## src/rtl/core/rasr_pkg.sv

```systemverilog
// Package with widths, command codes and shared types of the rational block.
package rasr_pkg;
  localparam int OpW  = 16;
  localparam int ProdW = 2 * OpW;
  localparam int WideW = ProdW + 2;
  localparam int NumW = 33;
  localparam int DenW = 32;
  localparam int CntW = $clog2(WideW + 1);

  typedef enum logic [1:0] {
    CMD_ADD = 2'd0,
    CMD_SUB = 2'd1,
    CMD_NEG = 2'd2,
    CMD_EQ  = 2'd3
  } cmd_e;

  typedef struct packed {
    logic load;
    logic mul;
    logic comb;
    logic gcd_init;
    logic gcd_step;
    logic div_init;
    logic div_step;
    logic finish;
  } rasr_cmd_t;

  typedef struct packed {
    logic special;
    logic gcd_done;
    logic div_done;
  } rasr_sts_t;
endpackage

```

## src/rtl/core/rasr_datapath.sv

```systemverilog
// Datapath: cross products, binary GCD and restoring division by the GCD.
module rasr_datapath (
  input  logic clk_i,
  input  rasr_pkg::rasr_cmd_t cmd_i,
  input  logic [1:0] op_i,
  input  logic [rasr_pkg::OpW-1:0] a_num_i,
  input  logic [rasr_pkg::OpW-1:0] a_den_i,
  input  logic [rasr_pkg::OpW-1:0] b_num_i,
  input  logic [rasr_pkg::OpW-1:0] b_den_i,
  output rasr_pkg::rasr_sts_t sts_o,
  output logic [rasr_pkg::NumW-1:0] res_num_o,
  output logic [rasr_pkg::DenW-1:0] res_den_o,
  output logic equal_o,
  output logic error_o
);
  import rasr_pkg::*;

  logic [1:0] op_q;
  logic [OpW-1:0] an_q, ad_q, bn_q, bd_q;
  logic [WideW-1:0] p1_q, p2_q, den_q;
  logic [WideW-1:0] mag_q, x_q, y_q, q_q, r_q, dvd_q;
  logic neg_q, second_q, special_q;
  logic [CntW-1:0] sh_q, cnt_q;
  logic [NumW-1:0] res_num_q;
  logic [DenW-1:0] res_den_q;
  logic equal_q, error_q;
  logic equal_out_q, error_out_q;

  logic [WideW-1:0] an_x, bn_x, sum, mag_d, rt, rsub, ys;
  logic errz;

  assign an_x = WideW'($signed(an_q));
  assign bn_x = WideW'($signed(bn_q));
  assign errz = (ad_q == '0) || (op_q != CMD_NEG && bd_q == '0);

  always_comb begin
    case (op_q)
      CMD_ADD: sum = p1_q + p2_q;
      CMD_SUB: sum = p1_q - p2_q;
      default: sum = '0 - an_x;
    endcase
  end

  assign mag_d = sum[WideW-1] ? '0 - sum : sum;

  // One binary GCD step: a common factor of two is counted and removed, a lone
  // factor of two leaves x or y, or when both are odd y takes the difference.
  assign ys = (x_q > y_q) ? x_q - y_q : y_q - x_q;

  assign rt = {r_q[WideW-2:0], dvd_q[WideW-1]};
  assign rsub = rt - x_q;

  always_ff @(posedge clk_i) begin
    if (cmd_i.load) begin
      op_q <= op_i;
      an_q <= a_num_i;
      ad_q <= a_den_i;
      bn_q <= b_num_i;
      bd_q <= b_den_i;
    end
    if (cmd_i.mul) begin
      // Each product is a single multiply of a signed 16-bit numerator by an unsigned 16-bit denominator.
      p1_q <= WideW'($signed(an_x) * $signed({2'b0, bd_q}));
      p2_q <= WideW'($signed(bn_x) * $signed({2'b0, ad_q}));
      den_q <= (op_q == CMD_NEG) ? WideW'(ad_q) : WideW'(ProdW'(ad_q) * ProdW'(bd_q));
      special_q <= errz;
      error_q <= errz;
      equal_q <= 1'b0;
    end
    if (cmd_i.comb) begin
      neg_q <= sum[WideW-1];
      mag_q <= mag_d;
      if (!error_q && op_q == CMD_EQ) begin
        equal_q <= (p1_q == p2_q);
        special_q <= 1'b1;
      end else if (!error_q && sum == '0) begin
        special_q <= 1'b1;
      end
    end
    if (cmd_i.gcd_init) begin
      x_q <= mag_d;
      y_q <= den_q;
      sh_q <= '0;
    end
    if (cmd_i.gcd_step) begin
      if (x_q[0] == 1'b0 && y_q[0] == 1'b0) begin
        x_q <= x_q >> 1;
        y_q <= y_q >> 1;
        sh_q <= sh_q + 1'b1;
      end else if (x_q[0] == 1'b0) begin
        x_q <= x_q >> 1;
      end else if (y_q[0] == 1'b0) begin
        y_q <= y_q >> 1;
      end else begin
        if (x_q > y_q) x_q <= y_q;
        y_q <= ys;
      end
    end
    if (cmd_i.div_init) begin
      if (!second_q) begin
        x_q <= x_q << sh_q;
        sh_q <= '0;
      end
      dvd_q <= second_q ? den_q : mag_q;
      r_q <= '0;
      q_q <= '0;
      cnt_q <= CntW'(WideW);
    end
    if (cmd_i.div_step) begin
      if (!rsub[WideW-1] || rt >= x_q) begin
        r_q <= (rt >= x_q) ? rsub : rt;
        q_q <= {q_q[WideW-2:0], rt >= x_q};
      end else begin
        r_q <= rt;
        q_q <= {q_q[WideW-2:0], 1'b0};
      end
      dvd_q <= dvd_q << 1;
      cnt_q <= cnt_q - 1'b1;
    end
    if (cmd_i.gcd_init) second_q <= 1'b0;
    if (cmd_i.div_step && cnt_q == CntW'(1)) second_q <= ~second_q;
    if (cmd_i.div_step && cnt_q == CntW'(1) && !second_q) begin
      mag_q <= {q_q[WideW-2:0], rt >= x_q};
    end
    if (cmd_i.finish) begin
      equal_out_q <= equal_q;
      error_out_q <= error_q;
      if (special_q) begin
        res_num_q <= '0;
        res_den_q <= (error_q || op_q == CMD_EQ) ? '0 : DenW'(1);
      end else begin
        res_num_q <= neg_q ? NumW'('0 - mag_q) : NumW'(mag_q);
        res_den_q <= DenW'(q_q);
      end
    end
  end

  always_comb begin
    sts_o.special  = special_q;
    sts_o.gcd_done = (y_q == '0);
    sts_o.div_done = (cnt_q == '0);
  end

  // Once y reaches zero the GCD sits in x; the shift is folded back in at
  // the first division setup.
  assign res_num_o = res_num_q;
  assign res_den_o = res_den_q;
  assign equal_o   = equal_out_q;
  assign error_o   = error_out_q;
endmodule

```

## config.mk

```make
export PLATFORM = sky130hd
export DESIGN_NAME = rasr_datapath
export DESIGN_NICKNAME = d
export VERILOG_FILES = /design/src/rtl/core/rasr_pkg.sv /design/src/rtl/core/rasr_datapath.sv
export SDC_FILE = /design/constraint.sdc
export NUM_CORES = 2
export LEC_CHECK = 0
export BUFFER_PORTS_ARGS = -buffer_cell sky130_fd_sc_hd__buf_2
export CORE_MARGIN = 3
export CORE_UTILIZATION = 55
export DETAILED_ROUTE_END_ITERATION = 8
export GPL_ROUTABILITY_DRIVEN = 0
export PLACE_DENSITY = 0.72
export SYNTH_ARGS = -nofsm -noshare
export SYNTH_HDL_FRONTEND = slang
export SYNTH_SLANG_ARGS = --single-unit
```

## constraint.sdc

```tcl
create_clock -name clk_i -period 8.2 [get_ports clk_i]
set_clock_uncertainty 0.15 [all_clocks]
set_input_delay 0.82 -clock clk_i [delete_from_list [all_inputs] [get_ports clk_i]]
set_output_delay 0.82 -clock clk_i [all_outputs]
set_load 0.02 [all_outputs]
```

# [After elaboration in Yosys (flattened, before gate mapping)]
# Index checks and enable logic that the tools add are counted.
[op_classes] n_eq_ne=6 mux=47 n_mul=3 bitwise_logic=3 reduce_logical=21 n_shift=1 add_sub_neg=10 magnitude_cmp=2
[ops] op="$mux 34" n=20
[ops] op="$mux 33" n=6
[ops] op="$sub 34x34->34" n=4
[ops] op="$logic_not 34->1" n=2
[ops] op="$pmux 34 s2" n=1
[ops] op="$mul 16x17->33" n=2
[ops] op="$mux 6" n=7
[ops] op="$add 34x34->34" n=1
[ops] op="$eq 34x34->1" n=1
[ops] op="$ge 34x34->1" n=1
[ops] op="$gt 34x34->1" n=1
[ops] op="$shl 34x6->34" n=1
[ops] op="$sub 1x34->34 const A" n=1
[ops] op="$sub 1x33->33 const A" n=1
[ops] op="$logic_not 16->1" n=2
[ops] op="$mul 16x16->32" n=1
[ops] op="$mux 32" n=1
[ops] op="$sub 1x16->17 const A" n=1
[ops] op="$mux 16" n=1
[ops] op="$mux 1" n=11
[ops] op="$add 6x1->6 const B" n=1
[ops] op="$eq 6x1->1 const B" n=1
[ops] op="$logic_and 1x1->1" n=6
[ops] op="$logic_not 6->1" n=1
[ops] op="other kinds (9)" n=18
[totals] ff_bits=454 elab_cells=120 output_inout_bits=70 inputBits=75

# [Logic depth before layout (Yosys ltp)]
[depth] word_depth=12 ltp_mapped=29 ltp_nobuf=27

# [Worst setup path before layout]
# Ideal clock, no wire load.
[synth_path] kind="reg-to-reg" from="register an_q[4]" to="register p1_q[31] (data pin)" setup_slack_ps=1353 path_stages_with_launch=27 t_required_ps=7855 t_arrival_ps=6502 path_cell_list="edfxtp_1 -> clkbuf_1 -> clkbuf_1 -> nand2_1 -> fa_1 -> fa_1 -> inv_1 -> ha_1 -> inv_1 -> fa_1 -> fa_1 -> fa_1 -> inv_1 -> ha_1 -> o21a_1 -> o21ai_0 -> inv_1 -> a21oi_1 -> o21ai_0 -> o41ai_1 -> o2111ai_1 -> a41o_1 -> a31oi_1 -> nor3b_1 -> o21a_1 -> o21a_1 -> o311ai_0"
[synth_via] elab_chain_len=1
[synth_rtl] element="from (decl)" line="rasr_datapath.sv:19" rtl="logic [OpW-1:0] an_q, ad_q, bn_q, bd_q;"
[synth_rtl] element="from (signal assigned)" line="rasr_datapath.sv:56" rtl="an_q <= a_num_i;"
[synth_rtl] element="$mul 16x17->33" line="rasr_datapath.sv:63" rtl="p1_q <= WideW'($signed(an_x) * $signed({2'b0, bd_q}));"
[synth_rtl] element="to (signal assigned)" line="rasr_datapath.sv:63"
[synth_rtl] element="to (decl)" line="rasr_datapath.sv:20" rtl="logic [WideW-1:0] p1_q, p2_q, den_q;"
# No other way between the ends.
# A chain may end at the register's enable or synchronous reset.

# [Worst setup path in the final report]
# Ends and elaborated chain as after synthesis.

==> out/metrics.yaml <==
status: "completed"
post-route-min-period_ns: 7.62
synth_edf_count: 375
drt_iter0_drc: 5378
crit_start: "an_q[4]"
fillers: 8749
setup_viol: 0
async_reset_ff_share_pct: 0
yosys_warnings: 0
layoutNonFillerInstCount: 7649
ff2ff_path_depth: 24
clk_pin_slew_ns: 0.07
reg2reg_to: "p1_q[31]"
post-place-cells: 7541
rsz0062_at_grt: "no"
slew_violations: 0
avgRoutedWirePerCell_um: 22.9
yosysTopAreaCellShare_pct: 20.8
clock_path_buffers: 3
tightestPinTransition_ns: 1.25
period_share_pct: 92.9
syn_nets: 7471
fp.dieArea_um2: 107000
drv_cap: 0
start_util_pct: 55.9
hold_violations: 0
r2r_setup_slack_ns: 0.58
synthTopCellsByArea: "fa_1 21%, edfxtp_1 20%, ha_1 12%"
antenna_found_initial: 15
slew_headroom_pct: 16.1
syn_inst: 6286
wl_um: 175000
clkSinkCount: 450
netlist_top_cells_count: "939 x inv_1, 756 x nand2_1, 587 x fa_1, 523 x ha_1, 408 x and2_1"
avgSynthCellArea_um2: 8.98
ys_types: 106
port_buffers: 144
clk_latency_ns: 0.68
viasPerCell: 6.09
reg2reg_from: "an_q[4]"
syn2layout_area_growth_pct: 6.52
drive_gt1_share_pct: 6.73
drt_drc_violations_left: 0
cts_buffers: 54
dpl.hpwl_um: 135000
grt_max_degree: 76
die_h_um: 326
fmax_mhz: 131
grt_pass1_wl_um: 269000
nNetsFinal: 7425
ys.flop_type: "edfxtp_1"
cts_root_buf: "clkbuf_16"
end_kind: "flip-flop"
yosysMostFrequentCell: "inv_1"
ys_ff_latch: 450
yosysTopAreaCell: "fa_1"
rows: 116
num_vias: 46592
grt_use_total_pct: 32.7
dieWidth_um: 326
arrival_ns: 7.91
drtAntennaViolNets: 0
hold_depth: 1
grt_pass1_vias: 45905
cts_max_level: 2
cts_tree: "done"
ios: 145
core_um2: 101000
first_pass_iters: 7
synth-seq-area-share_pct: 22.6
cts_setup_buffers: 0
endpoint: "p1_q[31]"
crit_path_max_fanout: 19
crit_type: "flip-flop to flip-flop"
required_ns: 8.49
synth_area_um2: 56500
finalHoldWorstSlack_ns: 0.171
min_path_type: "input port to flip-flop"
start_kind: "flip-flop"
fin_setup_tns_ns: 0
grt-ovfl-total: 0
[layer usage]
metal	share of wire [%]	vias to the layer above	track usage, %
met5	0.047	-	0
met4	7.5	12	19.9
met3	11	669	7.71
met2	44	2759	50.2
met1	38	22468	42.0
li1	-	20684	-
[stage by stage]
stage,worst slack [ns],utilization (%),cell area (µm²)
floorplan,1.35,-,56500
global placement,0.582,57.7,58300
detailed placement,0.347,57.7,58300
CTS,0.344,59.5,60100
global route,0.0842,59.5,60100
finish,0.581,59.5,60100
[critical path, stage by stage (launching register included)]
cell and delay, ns:
edfxtp_1 0.82, nand2_1 0.19, fa_1 0.48, fa_1 0.51, inv_1 0.05, ha_1 0.17, inv_1 0.07, fa_1 0.45
fa_1 0.51, fa_1 0.49, inv_1 0.04, ha_1 0.31, o21a_1 0.21, o21ai_0 0.20, inv_1 0.06, a21oi_1 0.20
o21ai_0 0.18, o41ai_2 0.51, o2111ai_1 0.24, a41o_1 0.37, a31oi_1 0.24, nor3b_1 0.10, o21a_1 0.20, o21a_1 0.19
o311ai_0 0.42
[registers in the layout, summed over array words and instances (netlist names), 2 cells and up]
register   count
ad_q          16
an_q          16
bd_q          16
bn_q          16
cnt_q          6
den_q         32
dvd_q         34
mag_q         34
op_q           2
p1_q          33
p2_q          33
q_q           33
r_q           33
res_den_o     32
res_num_o     33
sh_q           6
x_q           34
y_q           34
[how the worst min path moves through the flow]
stage / from / end
floorplan: equal_q / equal_o
global placement: dvd_q[0] / dvd_q[0]
detailed placement: dvd_q[0] / dvd_q[0]
CTS: b_num_i[0] / bn_q[0]
global route: b_num_i[2] / bn_q[2]
finish: b_num_i[0] / bn_q[0]
[cells in the final DEF (no fill, tap or decap), types with 46 or more instances in the layout]
cell type  instances
inv_1            939
and2_1           408
nor2b_1           98
a21o_1            92
nand2b_1          56
ha_1             523
xnor2_1          136
a21oi_1          347
o21ai_0          251
nand3_1           68
dfxtp_1           72
fa_1             587
buf_2            142
nor3_1            64
nand2_1          756
clkbuf_16         54
a31oi_1           46
edfxtp_1         375
mux2i_1          128
nor2_1           301
xor2_1           103
buf_4             93
[cell type report]
type,instances,area (µm²),share of cell area [%]
Sequential cell,450,12800,21.2
Timing Repair Buffer,237,1450,2.41
Inverter,946,3550,5.90
Tap cell,1357,1700,2.82
Antenna cell,8,20.0,0.0333
Multi-Input combinational cell,4551,38800,64.5
Clock buffer,65,1400,2.33
Clock inverter,35,444,0.739
[timing repair]
item | 4_1_cts | 5_1_grt
setup endpoints to repair | 0 | 1
hold buffers | 0 | 0
endpoints found under the hold margin | 0 | 0
gates resized for setup | 0 | 1
[kinds of logic (layout without fill, tap and decap cells)]
group / Yosys count / after routing / share of synthesized area [%]
AOI/OAI and AO/OA: 1102 / 1102 / 12.4
xor gates and xnor gates: 239 / 239 / 3.71
adders and majority gates: 1110 / 1110 / 32.4
buffers and inverters: 1285 / 1283 / 8.70
DFF: 450 / 450 / 22.6
muxes: 167 / 167 / 3.39
other: 0 / 8 / 0
and+or+nand+nor: 1933 / 1933 / 16.8
Power is not shown: default switching activity piles up to over one toggle a cycle in this logic, so the estimate is an artifact.
