### config.mk
export PLATFORM = sky130hd
export DESIGN_NAME = rasr_ctrl
export DESIGN_NICKNAME = d
export VERILOG_FILES = /design/src/rtl/core/rasr_pkg.sv /design/src/rtl/core/rasr_ctrl.sv
export SDC_FILE = /design/constraint.sdc
export NUM_CORES = 1
export LEC_CHECK = 0
export BUFFER_PORTS_ARGS = -buffer_cell sky130_fd_sc_hd__buf_2
export CAP_MARGIN = 20
export CORE_AREA = 3 3 40 42
export DETAILED_ROUTE_END_ITERATION = 8
export DIE_AREA = 0 0 43 45
export SYNTH_ARGS = -nofsm -noshare
export SYNTH_HDL_FRONTEND = slang
export SYNTH_SLANG_ARGS = --single-unit
### constraint.sdc
create_clock -name clk_i -period 1.2 [get_ports clk_i]
set_input_delay 0.18 -clock clk_i [delete_from_list [all_inputs] [get_ports clk_i]]
set_output_delay 0.18 -clock clk_i [all_outputs]
set_load 0.005 [all_outputs]
### src/rtl/core/rasr_pkg.sv
// Package with widths, command codes and shared types of the rational block.
package rasr_pkg;
  localparam int OpW  = 16;
  localparam int ProdW = 2 * OpW;
  localparam int WideW = ProdW + 2;
  localparam int NumW = 33;
  localparam int DenW = 32;
  localparam int CntW = $clog2(WideW + 1);

  typedef enum logic [1:0] {
    CMD_ADD = 2'd0,
    CMD_SUB = 2'd1,
    CMD_NEG = 2'd2,
    CMD_EQ  = 2'd3
  } cmd_e;

  typedef struct packed {
    logic load;
    logic mul;
    logic comb;
    logic gcd_init;
    logic gcd_step;
    logic div_init;
    logic div_step;
    logic finish;
  } rasr_cmd_t;

  typedef struct packed {
    logic special;
    logic gcd_done;
    logic div_done;
  } rasr_sts_t;
endpackage

### src/rtl/core/rasr_ctrl.sv
// Controller state machine sequencing the datapath and both handshakes.
module rasr_ctrl (
  input  logic clk_i,
  input  logic rst_ni,
  input  logic in_valid_i,
  output logic in_ready_o,
  output logic out_valid_o,
  input  logic out_ready_i,
  input  rasr_pkg::rasr_sts_t sts_i,
  output rasr_pkg::rasr_cmd_t cmd_o
);
  import rasr_pkg::*;

  typedef enum logic [2:0] {
    S_IDLE, S_MUL, S_COMB, S_GCD, S_DINIT, S_DIV, S_FIN, S_OUT
  } state_e;

  state_e state_q;
  logic second_q, ovalid_q;

  assign in_ready_o  = (state_q == S_IDLE);
  assign out_valid_o = ovalid_q;

  always_comb begin
    cmd_o = '0;
    cmd_o.load = (state_q == S_IDLE) && in_valid_i;
    case (state_q)
      S_MUL:   cmd_o.mul = 1'b1;
      S_COMB:  begin
        cmd_o.comb = 1'b1;
        cmd_o.gcd_init = 1'b1;
      end
      S_GCD:   cmd_o.gcd_step = !sts_i.gcd_done;
      S_DINIT: cmd_o.div_init = 1'b1;
      S_DIV:   cmd_o.div_step = !sts_i.div_done;
      S_FIN:   cmd_o.finish = !ovalid_q || out_ready_i;
      default: ;
    endcase
  end

  always_ff @(posedge clk_i or negedge rst_ni) begin
    if (!rst_ni) begin
      state_q  <= S_IDLE;
      second_q <= 1'b0;
      ovalid_q <= 1'b0;
    end else begin
      if (ovalid_q && out_ready_i) ovalid_q <= 1'b0;
      case (state_q)
        S_IDLE:  if (in_valid_i) state_q <= S_MUL;
        S_MUL:   state_q <= S_COMB;
        S_COMB:  state_q <= S_GCD;
        S_GCD: begin
          if (sts_i.special) state_q <= S_FIN;
          else if (sts_i.gcd_done) begin
            state_q  <= S_DINIT;
            second_q <= 1'b0;
          end
        end
        S_DINIT: state_q <= S_DIV;
        S_DIV: begin
          if (sts_i.div_done) begin
            if (second_q) state_q <= S_FIN;
            else begin
              second_q <= 1'b1;
              state_q  <= S_DINIT;
            end
          end
        end
        S_FIN: begin
          if (!ovalid_q || out_ready_i) begin
            ovalid_q <= 1'b1;
            state_q  <= S_IDLE;
          end
        end
        default: state_q <= S_IDLE;
      endcase
    end
  end
endmodule

== After elaboration in Yosys (flattened, before gate mapping) ==
Cells that the tools add are included.

* Register bits after elaboration: 5
* Latch bits: 0
* RAM bits: 0
* Memory bits (read-only): 0
* Input port bits: 7
* Output and inout bits: 10
* Word-level logic and storage cells: 45
* Memories: 0

* $add $sub $neg: 0
* $mul: 0
* Div/mod/pow operators: 0
* $lt $le $gt $ge: 0
* Equal/unequal tests: 12
* Shifts and indexed selects: 0
* Multiplexer cells: 20
* Bitwise logic cells: 0
* Reductions and logical operators: 10

{| class="wikitable"
|+ Operators by type and width
! kind !! count
|-
| one-hot mux 3 bit (7 select lines) || 1
|-
| two-way mux 3 bit || 5
|-
| two-way mux 1 bit || 11
|-
| inequality test 2 bit (second input constant) || 5
|-
| == test 3 bit (second input constant) || 3
|-
| AND reduction 4 bit || 2
|-
| == test 3 x 2 -> 1 bit (second input constant) || 2
|-
| two-way mux 2 bit || 2
|-
| == test 3 x 1 -> 1 bit (second input constant) || 1
|-
| logical NOT 1 bit || 3
|-
| logical NOT 3 bit || 1
|-
| inequality test 3 bit (second input constant) || 1
|-
| logical AND 1 bit || 2
|-
| one-hot mux 1 bit (2 select lines) || 1
|-
| nonzero test 2 bit || 1
|-
| logical OR 1 bit || 1
|}

== Depth between registers and ports, before layout ==
Gate-level depths: netlist of run 1.

* Depth after elaboration: 4
* Gate-level depth with buffers: 4
* Gate-level depth less buffers: 3

== Worst setup path before layout of run 1 ==
OpenSTA, ideal clock, no wires.

* Kind: register to output
* Start point: register state_q[2]
* End point: output port cmd_o[5] (netlist name)
* Data arrival time: 0.895 ns
* Required time: 1.020 ns
* Slack: 0.125 ns
* Stages on the path, launching flop included: 4
* Buffers on the path: 2
* Cell sequence: dfrtp_1 -> buf_6 -> nor3b_2 -> buf_4

{| class="wikitable"
|+ RTL lines
! what !! line !! source
|-
| from (decl) || rasr_ctrl.sv:18 || <nowiki>state_e state_q;</nowiki>
|-
| from (signal assigned) || rasr_ctrl.sv:43 || <nowiki>state_q <= S_IDLE;</nowiki>
|-
| from (signal assigned) || rasr_ctrl.sv:49 || <nowiki>S_IDLE: if (in_valid_i) state_q <= S_MUL;</nowiki>
|-
| from (signal assigned) || rasr_ctrl.sv:50 || <nowiki>S_MUL: state_q <= S_COMB;</nowiki>
|-
| to (decl) || rasr_ctrl.sv:10 || <nowiki>output rasr_pkg::rasr_cmd_t cmd_o</nowiki>
|}

==> impl_metrics.ini, run 1 <==
[global_routing]
grt_overflow_total = 0
grtUsageTotal = 0.121
grt_max_degree = 7
grt_pass1_vias = 393
antenna_found_initial = 0
grt_pass1_wl_mm = 1.70

[sta]
period_needed_ns = 1.32
final_hold_viol_count = 0
fin_ws_ns = -0.122
finalMaxSlewViolations = 0
slew_headroom = 0.878
rsz0062_at_grt = true
fin_tns_setup_ns = -0.860
finalClockSkew_ns = 0.000749
setup_violations = 9
fmaxAchievable_mhz = 757
worst_slew_pin_slew_ns = 0.181
min_period_over_period = 1.10

[yosys]
syn_inst = 41
synthTopCellsByArea = dfrtp_1 31%, buf_6 8.4%, nor3b_2 6.2%, nand3b_4 5.0%, nor3_2 5.0%
syn_avg_cell_area_um2 = 9.86
synthArstFlopShare = 1.00
yosysSeqAreaShare = 0.310
synth_edf_count = 0
ys_seq_elements = 5
ys.flop_type = dfrtp_1
syn_area_um2 = 404
ys_types = 22
yosys_warnings = 0
syn_nets = 48
synth_top_area_share = 0.310
synth_top_cell_by_area = dfrtp_1

[critical_path]
slowest_delay_ns = 0.45
path_cells = buf_6 -> nor3b_4 -> buf_2
crit_slowest_cell = dfrtp_2
arrival_ns = 1.14
critPathCaptureType = output pin
crit_fanout = 6
cpLargestDelayFamily = flip-flops
required_ns = 1.02
start_kind = flip-flop
path_buf_inv = 2
crit_type = reg2out

[detailed_routing]
final_antenna_net_count = 0
drtIter0Drc = 6
num_vias = 391
wire_per_inst_um = 11.6
wirelength_um = 988
vias_per_cell = 4.60
route.detailed.drc = 0
first_pass_iters = 2

[min_path]
hold_class = in2reg

[place]
portBuffers = 16
hpwl_um = 734
gp_congestion = 0.718
place_ws_ns = 0.0365

[floorplanning]
die-width_um = 43
die-area_mm2 = 0.00194
die_y_um = 45
num_rows = 13
num_io_pins = 17
core_mm2 = 0.00128
start_util = 0.315

[layout]
drive_above_1_share = 0.657
final_util = 0.492
fillers = 129
nets = 78
area_delta_synth_final_pct = 56.3
antenna_cells = 0
multi_input_area_um2 = 263
seqCellArea_um2 = 128

[clock_tree]
cts_tree = yes
clock_path_buffers = 2
cts_root_buf = clkbuf_4
clk_pin_slew_ns = 0.04
htreeDepth = 1
clock_latency_ns = 0.24
cts.sinks = 5
cts_buffers = 3

[run_status]
violations = negative setup slack
status = complete, but fails checks

[power]
power_density_mw_per_mm2 = 2500
vdd_ir_drop_max_mv = 1.17
leakagePower_uw = 0.000305

[job]
drv_cap = 0
## stage by stage
stage / total power, µW / hold WS (ns) / std cells / cell area [µm²]
4_1_cts: 1550 / 0.242 / 85 / 621
3_3_place_gp: 1100 / -0.00191 / 74 / 507
5_1_grt: 1710 / 0.268 / 85 / 632
3_5_place_dp: 1120 / -0.00403 / 74 / 507
2_1_floorplan: 900 / -0.116 / 41 / 404
6_report: 1580 / 0.241 / 85 / 632
## cells in the final DEF (no fill, tap or decap)
cell type	count
o21ai_0	1
dfrtp_2	2
nor3b_4	1
nor2_1	1
o22a_1	1
dfrtp_1	3
nand2_1	3
o2bb2ai_2	1
a31oi_1	1
nor3_2	1
buf_2	16
o2bb2ai_1	1
a21oi_2	1
o21ai_2	1
clkinv_2	1
clkbuf_4	3
nor2b_1	2
nand2b_4	1
o21ai_1	4
nor3_4	1
a21boi_0	1
nor3b_2	1
nor2_2	2
nand2b_1	2
buf_6	4
dlygate4sd3_1	1
nand2b_2	1
and2_1	1
buf_4	8
nand3b_1	2
nand3b_4	1
## power by group
part,internal [µW],switching (µW),total [µW]
Combinational,587,435,1020
Clock,121,71.0,192
Sequential,256,113,369
Total,963,619,1580
## synth_stat cells, types with 2 or more instances
cell type / number
dfrtp_1: 5
o21ai_1: 4
buf_6: 3
nand2_1: 3
nand2b_1: 3
nor2_1: 3
nand3b_1: 2
nor2b_1: 2
nor3_2: 2
nor3b_2: 2
## sequential cells by signal, indices dropped and copies added (netlist names)
signal,cells
out_valid_o,1
second_q,1
state_q,3
## layer usage
layer	vias up	track usage	wire [µm]
li1	201	-	-
met1	183	0.152	421
met2	7	0.183	520
met3	0	0.0637	46
met4	0	0.0361	0
met5	-	0	0
## what timing repair did
| action | in CTS | in global routing |
|---|---|---|
| endpoints found under the setup margin | 9 | 10 |
| setup buffers | 6 | 0 |
| pin swaps | 2 | 0 |
| cloned | 0 | 0 |
| hold buffers | 1 | 0 |
| endpoints found under the hold margin | 5 | 0 |
| gates resized for setup | 8 | 3 |
## final cells by class
class | instances | share of cell area
Multi-Input combinational cell | 32 | 0.416
Timing Repair Buffer | 29 | 0.309
Sequential cell | 5 | 0.202
Clock buffer | 3 | 0.0356
Tap cell | 15 | 0.0297
Clock inverter | 1 | 0.00792
## final timing paths
kind | startpoint | end | slack (ns) | cells past startpoint
min in group asynchronous | rst_ni | out_valid_o$_DFF_PN0_ | 0.28 | 2
max in group asynchronous | rst_ni | state_q[1]$_DFFE_PN0P_ | 0.78 | 2
setup reg to reg | state_q[0]$_DFFE_PN0P_ | state_q[1]$_DFFE_PN0P_ | 0.01 | 4
hold / removal | sts_i[2] | state_q[2]$_DFFE_PN0P_ | 0.24 | 3
hold reg to reg | out_valid_o$_DFF_PN0_ | out_valid_o$_DFF_PN0_ | 0.55 | 2
setup / recovery | state_q[0]$_DFFE_PN0P_ | cmd_o[4] | -0.12 | 3
## kinds of logic (layout without fill, tap and decap cells)
family / count (synthesis) / in the layout / share of synthesized area
AO/OA/AOI/OAI: 12 / 12 / 0.220
flip-flops: 5 / 5 / 0.310
AND/OR/NAND/NOR: 20 / 20 / 0.368
buffers and inverters: 4 / 33 / 0.102
## worst min-delay path, cell delays in order
cell       delay [ns]
buf_2            0.11
nor2_1           0.05
o2bb2ai_2        0.10
No activity file was read; power rests on OpenSTA's default activity.
==> run 2, diff against run 1 <==
--- a/config.mk
+++ b/config.mk
@@ -5,6 +5,7 @@
 export SDC_FILE = /design/constraint.sdc
 export NUM_CORES = 1
 export LEC_CHECK = 0
+export ABC_AREA = 1
 export BUFFER_PORTS_ARGS = -buffer_cell sky130_fd_sc_hd__buf_2
 export CAP_MARGIN = 20
 export CORE_AREA = 3 3 40 42
==> impl_metrics.ini, run 2 <==
[global_routing]
gr-usage-met2 = 0.222
antenna_found_initial = 0
busiest_layer = met2
met3_usage = 0.0478
grt_pass1_vias = 460
use_met1 = 0.135
grtUsageTotal = 0.123
grt_overflow_total = 0
grt_max_degree = 9
grt_pass1_wl_mm = 1.76

[min_path]
hold_class = in2reg
holdCritStartpoint = out_ready_i

[clock_tree]
cts_tree = yes
cts.sinks = 5
htreeDepth = 1
clk_pin_slew_ns = 0.04
cts_buffers = 3
clock_latency_ns = 0.24
cts_root_buf = clkbuf_4
clock_path_buffers = 2

[layout]
regMostFlops = state_q
multi_input_area_um2 = 246
nets = 106
seqCellArea_um2 = 129
largest_reg_flops = 3
area_delta_synth_final_pct = 48.4
antenna_cells = 0
drive_above_1_share = 0.490
most-common-layout-cells = 18 x nand2_1, 16 x buf_2, 12 x inv_1
fillers = 137
mostFrequentLayoutCell = nand2_1

[power]
leakagePower_uw = 0.000418
switchingPower_uw = 641
power_frac_clock = 0.129
p_comb_frac = 0.598
sequentialPowerShare = 0.273
switching_share = 0.443
power_density_mw_per_mm2 = 2240
p_int_uw = 805
p_total_uw = 1450
vdd_ir_drop_max_mv = 1.05

[sta]
fmaxAchievable_mhz = 761
fin_tns_setup_ns = -0.780
fin_ws_ns = -0.114
whs_ns = 0.228
min_period_over_period = 1.09
rsz0062_at_grt = true
slew_headroom = 0.871
final_hold_viol_count = 0
period_needed_ns = 1.31
worst_slew_pin_slew_ns = 0.193
finalMaxSlewViolations = 0
setup_violations = 9
finalClockSkew_ns = 0.00240

[yosys]
syn_area_um2 = 434
syn_avg_cell_area_um2 = 6.12
syn_nets = 78
synthTopCellsByArea = dfrtp_1 29%, nand2_1 18%, inv_1 11%, nor2_1 8.6%, nand3_1 6.9%
ys.flop_type = dfrtp_1
synth_edf_count = 0
synthTopCellsByCount = 21 x nand2_1, 13 x inv_1, 10 x nor2_1
syn_inst = 71
ys_seq_elements = 5
synthArstFlopShare = 1.00
yosys_warnings = 0
yosysSeqAreaShare = 0.288
synth_top_cell_by_area = dfrtp_1
yosysMostFrequentCell = nand2_1
ys_types = 17
synth_top_area_share = 0.288

[floorplanning]
start_util = 0.338
num_rows = 13
die-width_um = 43
core_mm2 = 0.00128
die_y_um = 45
die-area_mm2 = 0.00194
num_io_pins = 17

[critical_path]
path_cells = buf_4 -> nand3_1 -> inv_1 -> buf_2
required_ns = 1.02
arrival_ns = 1.13
slowest_delay_ns = 0.47
reg2reg_from = state_q[2]$_DFFE_PN0P_
crit_fanout = 8
cp-startpoint = state_q[0]$_DFFE_PN0P_
crit_type = reg2out
crit_slowest_cell = dfrtp_2
start_kind = flip-flop
critPathCaptureType = output pin

[run_status]
violations = negative setup slack
status = complete, but fails checks

[place]
portBuffers = 16
hpwl_um = 811
place_ws_ns = -0.0385
gp_congestion = 0.858

[detailed_routing]
vias_per_cell = 4.30
first_pass_iters = 4
route.detailed.drc = 0
wire_per_inst_um = 9.47
drtIter0Drc = 9
final_antenna_net_count = 0
wirelength_mm = 1.07
num_vias = 486

[job]
drv_cap = 0
[run 2: repair_timing]
item / 4_1_cts / 5_1_grt
pin swaps: 1 / 3
setup endpoints to repair: 11 / 12
resized for setup: 6 / 8
hold buffers: 1 / 0
buffers inserted: 6 / 1
hold endpoints to repair: 5 / 0
[run 2: final cells by class]
cell class	instances	share of cell area
timing repair buffer	26	0.250
inverter	16	0.0971
clock buffer	4	0.0408
sequential	5	0.200
tap	15	0.0291
multi-input combinational	47	0.383
[run 2: cells by family after synthesis]
family,count (synthesis),share of synthesized area
buffers and inverters,19,0.213
AO/OA/AOI/OAI,2,0.0259
AND/OR/NAND/NOR,45,0.473
flip-flops,5,0.288
[run 2: per-stage QoR]
| step | instances | instance area [µm²] | utilization |
|---|---|---|---|
| 2_1_floorplan | 71 | 434 | - |
| 3_3_place_gp | 101 | 518 | 0.403 |
| 3_5_place_dp | 101 | 518 | 0.403 |
| 4_1_cts | 112 | 613 | 0.477 |
| 5_1_grt | 113 | 644 | 0.501 |
| 6_report | 113 | 644 | 0.501 |
[run 2: power groups by stage]
stage          clock, µW  combinational (µW)  sequential (µW)
2_1_floorplan          0                 567              295
3_3_place_gp           0                 654              382
3_5_place_dp           0                 657              380
4_1_cts              197                 787              380
5_1_grt              210                 984              410
6_report             186                 865              396
[run 2: critical path, delay by kind of cell (launching register included)]
family	cells	cell delay, ns
simple gates	1	0.10
buf+inv	3	0.33
flops	1	0.47
[run 2: per-layer routing]
layer | up-vias | wire length [µm]
li1 | 263 | -
met1 | 210 | 470
met2 | 13 | 545
met3 | 0 | 54
met4 | 0 | 0
met5 | - | 0
[run 2: worst paths after layout]
kind                                          end  slack (ns)  cells after the start
max in group asynchronous  state_q[1]$_DFFE_PN0P_        0.77                      2
max reg2reg                  second_q$_DFFE_PN0P_           0                      8
min reg2reg                  second_q$_DFFE_PN0P_        0.48                      2
min in group asynchronous  state_q[2]$_DFFE_PN0P_        0.29                      2
min                         out_valid_o$_DFF_PN0_        0.23                      4
max                                      cmd_o[6]       -0.11                      4
